File: config.mk
export PLATFORM = sky130hd
export DESIGN_NAME = dbst_ctrl
export DESIGN_NICKNAME = d
export VERILOG_FILES = /design/src/dbst_pkg.sv /design/src/dbst_ctrl.sv
export SDC_FILE = /design/constraint.sdc
export NUM_CORES = 1
export LEC_CHECK = 0
export BUFFER_PORTS_ARGS = -buffer_cell sky130_fd_sc_hd__buf_4
export CAP_MARGIN = 0
export CORE_AREA = 2 2 39 41
export DETAILED_ROUTE_END_ITERATION = 12
export DIE_AREA = 0 0 41 43
export PLACE_DENSITY_LB_ADDON = 0.08
export SLEW_MARGIN = 20
export SYNTH_ARGS = -nofsm -noshare
export SYNTH_HDL_FRONTEND = slang
export SYNTH_SLANG_ARGS = --single-unit
export TNS_END_PERCENT = 10
File: constraint.sdc
create_clock -name clk -period 2.05 [get_ports clk]
set_clock_uncertainty 0.05 [all_clocks]
set_input_delay 0.41 -clock clk [delete_from_list [all_inputs] [get_ports clk]]
set_output_delay 0.41 -clock clk [all_outputs]
set_load 0.1 [all_outputs]
File: src/dbst_pkg.sv
// ----------------------------------------------------------------------------
// dbst_pkg
// shared types and constants for the descending binary search table
// ----------------------------------------------------------------------------
package dbst_pkg;

  localparam int DEF_TABLE_DEPTH = 1024;
  localparam int DEF_KEY_WIDTH   = 32;

  localparam logic FUNC_WRITE  = 1'b0;
  localparam logic FUNC_SEARCH = 1'b1;

  typedef enum logic [1:0] {
    ST_IDLE,
    ST_START,
    ST_PROBE,
    ST_FINISH
  } dbst_state_t;

  // controller to datapath
  typedef struct packed {
    logic take_item;   // input word accepted this cycle
    logic issue_read;  // launch a table read at the next midpoint
    logic probe;       // table read data is valid, apply the probe outcome
    logic finish;      // capture the search outcome into the pending result
    logic push_out;    // move the pending result into the output register
  } dbst_cmd_t;

  // datapath to controller
  typedef struct packed {
    logic is_search;   // input word is a search
    logic range_open;  // bounds after this cycle still enclose an entry
    logic hit;         // probed entry equals the key
    logic out_free;    // output register can take a word this cycle
  } dbst_status_t;

endpackage

File: src/dbst_ctrl.sv
// ----------------------------------------------------------------------------
// dbst_ctrl
// search sequencer: accepts words, steps the probes, hands off the result
// ----------------------------------------------------------------------------
module dbst_ctrl (
  input  logic                  clk,
  input  logic                  rst,
  input  logic                  in_valid,
  output logic                  in_stall,
  input  dbst_pkg::dbst_status_t st,
  output dbst_pkg::dbst_cmd_t    cmd
);

  import dbst_pkg::*;

  dbst_state_t state;
  dbst_state_t state_next;

  always_ff @(posedge clk) begin
    if (rst) begin
      state <= ST_IDLE;
    end else begin
      state <= state_next;
    end
  end

  always_comb begin
    state_next = state;
    cmd        = '0;
    in_stall   = 1'b1;
    unique case (state)
      ST_IDLE: begin
        in_stall = 1'b0;
        if (in_valid) begin
          cmd.take_item = 1'b1;
          if (st.is_search) begin
            state_next = ST_START;
          end
        end
      end
      ST_START: begin
        if (st.range_open) begin
          cmd.issue_read = 1'b1;
          state_next     = ST_PROBE;
        end else begin
          cmd.finish = 1'b1;
          state_next = ST_FINISH;
        end
      end
      ST_PROBE: begin
        cmd.probe = 1'b1;
        priority if (st.hit) begin
          cmd.finish = 1'b1;
          state_next = ST_FINISH;
        end else if (st.range_open) begin
          cmd.issue_read = 1'b1;
        end else begin
          cmd.finish = 1'b1;
          state_next = ST_FINISH;
        end
      end
      ST_FINISH: begin
        if (st.out_free) begin
          cmd.push_out = 1'b1;
          state_next   = ST_IDLE;
        end
      end
      default: begin
        state_next = ST_IDLE;
      end
    endcase
  end

`ifndef NO_ASSERTIONS
  a_search_starts: assert property (@(posedge clk) disable iff (rst)
    (cmd.take_item && st.is_search) |=> (state == ST_START))
    else $error("accepted search did not start the probe sequence");

  a_read_or_finish: assert property (@(posedge clk) disable iff (rst)
    !(cmd.issue_read && cmd.finish))
    else $error("read issued on the cycle the search finished");

  a_probe_follows_read: assert property (@(posedge clk) disable iff (rst)
    cmd.issue_read |=> cmd.probe)
    else $error("read data not consumed in the cycle after the read");
`endif

endmodule

Word level (Yosys, flattened, before mapping)
Cells that the tools add are included.
Widths: inputs -> output; s select.
- eq/ne operators: 7
- mux-type cells: 19
- reduce and logical (&&, ||, !) cells: 2
- operator list (operator ; count):
    $mux 1 ; 11
    $mux 2 ; 5
    $pmux 2 s4 ; 1
    $ne 2x2->1 const B ; 3
    $eq 2x2->1 const B ; 2
    $pmux 1 s2 ; 2
    $reduce_and 4->1 ; 1
    $ne 3x3->1 const B ; 1
    $eq 2x1->1 const B ; 1
    $logic_not 2->1 ; 1
- flip-flop bits (word level): 2
- input bits: 7
- output and inout bits: 6

Logic depth before layout (Yosys ltp)
- word-level depth: 3
- mapped depth: 5
- gate-level depth less buffers: 5

Worst setup path before layout
OpenSTA, ideal clock, no wires.
- path type: reg2out
- start point: register state[0]
- end point: output cmd[1] (netlist bit)
- arrival: 3675 ps
- required time: 1590 ps
- slack: -2085 ps
- stages on the path, launching flop included: 5
- buffers on the path: 0
- path through: dfxtp_1 > inv_1 > ha_1 > o21ai_0 > a21boi_0
- RTL lines (item ; line ; text):
    start, declared ; dbst_ctrl.sv:16 ; dbst_state_t state;
    start signal, assigned ; dbst_ctrl.sv:23 ; state <= state_next;
    end, declared ; dbst_ctrl.sv:11 ; output dbst_pkg::dbst_cmd_t cmd

==> impl_results.md <==
- Run status: finished clean
- Area of the multi-input gates: 241 um^2
- Antenna cells: 0
- Simple-Gate Fraction of Synth Area: 0.237
- Adder-cell share of the synthesized area: 0.279
- Largest family of logic cells by synthesized area: adder cells
- Hold Path End: state[0]
- Core area: 0.00138 mm^2
- R2R depth: 5
- # IOs: 13
- Final cell count without fillers: 63
- Type of the worst min-delay path: in2reg
- Data arrival time of the worst path: 1.49 ns
- CTS tree: done
- Worst-margin pin slew: 0.318 ns
- Dpl hpwl: 539 um
- Root Driver: clkbuf_4
- Drt pass-1 iters: 2
- Max Transition Viols Final: 0
- Fin crit period: 1.95 ns
- 1st-iter DRT viols: 3
- Synth Area per Inst: 8.41 um^2
- Crit Reg-Reg Startpoint: state[0]
- Die Width: 41 um
- Period utilization: 0.950
- Routed via count: 256
- Wirelength per Cell: 10.5 um
- Final GP Congestion: 0.738
- MaxCap Viol Count: 0
- Yosys Warn Count: 0
- Largest registers: state x2
- Hold_sp: rst
- Dpl cell area: 414 um^2
- Reg-to-reg endpoint: state[1]
- Chip height: 43 um
- Slew HR: 0.785
- Synth Area in Compound Gates: 0.177
- Final Hold Violating Endpoints: 0
- GRT Total Usage: 0.102
- Internal reg-to-reg setup slack: 0.62 ns
- Layout cells sized above 1: 0.489
- Final-layout fill cell count: 158
- Worst Path Required: 1.59 ns
- H-tree depth: 1
- Sequential Area: 42.5 um^2
- Finished layout cell area: 454 um^2
- Setup_tns: 0 ns
- First-pass GRT wire length: 1200 um
- Area Growth Syn to Fin: 68.8%
- Gate Count Post-Synth: 32
- FF+latch count, synth: 2
- Clock Latency Late Sink: 0.23 ns
- Nets: 62
- # DRC: 0
- # rows: 14
- Hold Path Stages: 4
- Mapped cell area: 269 um^2
- TritonCTS Sinks: 2
- Hold buffers post-CTS: 0
- # setup viols final: 0
- Routed vias/inst: 4.06
- Vias in the first global route: 293
- Critical setup path kind: reg2out
- Max clock buf depth: 2
- Element type at the critical path end: primary output
- Unrepaired setup endpoints after global routing: false
- Syn_nets: 45
- Detail Route Antenna Nets: 0
- Distinct cells, synth: 15
- Starting Density: 0.194
- Total global routing overflow: 0
- Worst Setup SP: state[0]
- XOR/XNOR Fraction of Synth Area: 0
- Dpl cells: 60
- Max frequency: 513 MHz
- Biggest register: state
- PortBufs: 12
- Startpoint Class: flip-flop
- CP Max Fanout: 6
- CTS buffer count: 3
- Antenna violations before repair: 0
- Max FFs per register: 2
- Sequential-to-total area share from yosys stat: 0.149
- Die area: 0.00176 mm^2
- Drt total wl: 664 um
- Clock transition at path regs: 0.03 ns
- Pin count of the biggest net entering global routing: 7
- Post-synthesis mux area share: 0.0744
[area by class of cell]
cell class | count | area share
Inverter | 6 | 0.0496
Multi-Input combinational cell | 24 | 0.532
Sequential cell | 2 | 0.0937
Clock buffer | 3 | 0.0496
Timing Repair Buffer | 12 | 0.231
Tap cell | 16 | 0.0441
[per-stage QoR]
step	hold WS, ns	setup WS, ns	util
after floorplan	0.439	-0.0754	-
after CTS	0.431	0.0314	0.327
final	0.437	0.103	0.328
after detailed placement	0.484	0.184	0.299
after global routing	0.470	0.00997	0.328
after global placement	0.481	0.223	0.299
[layout by cell type (no fill, tap or decap)]
cell type	count
and2_1	1
buf_4	10
o221a_4	1
and3b_1	1
clkbuf_4	3
and2_4	1
dfxtp_2	2
mux2i_1	2
buf_8	2
ha_1	5
nand2_1	5
and2_2	1
nand3b_1	1
o31ai_1	1
o21ai_0	1
ha_4	1
nor2b_1	1
a21boi_4	2
inv_1	6
[worst max path at each step]
stage,endpoint,slack (ns),depth (start not counted)
CTS,cmd[1],0.03,4
floorplan,cmd[1],-0.08,4
global placement,cmd[3],0.22,4
detailed placement,cmd[1],0.18,4
finish,cmd[3],0.10,5
global route,cmd[3],0.01,4
[synthesized netlist by cell type]
master / count / area share
and2_2: 1 / 0.028
ha_1: 6 / 0.28
nor2b_1: 1 / 0.023
and3b_1: 1 / 0.033
mux2i_1: 2 / 0.074
and2_4: 1 / 0.033
inv_1: 6 / 0.084
o221a_4: 1 / 0.074
a21boi_0: 2 / 0.056
o31ai_1: 1 / 0.028
nand2_1: 5 / 0.070
and2_1: 1 / 0.023
o21ai_0: 1 / 0.019
nand3b_1: 1 / 0.028
dfxtp_1: 2 / 0.15
[critical path, stage by stage, from the launching register on]
cell,delay [ns]
dfxtp_2,0.34
inv_1,0.17
ha_1,0.19
nand3b_1,0.17
a21boi_4,0.18
buf_8,0.21
[metal layers]
layer,GRT usage,share of wire
met5,0,0
met2,0.144,0.52
met1,0.121,0.42
met3,0.0471,0.060
met4,0.0600,0
[cell families (layout without fill, tap and decap cells)]
kind of cell	after synthesis	after routing
compound gates	5	5
fa+ha+maj	6	6
buf+inv	6	21
flops	2	2
mux	2	2
simple gates	11	11
[what timing repair did]
action | CTS | global route
endpoints found under the setup margin | 2 | 2
resized for setup | 5 | 1
setup buffers | 0 | 0
pin swaps | 0 | 0
Power is left out: the tool's default activity adds up to more than one toggle a clock period on the data nets, which glitch-free logic cannot reach.
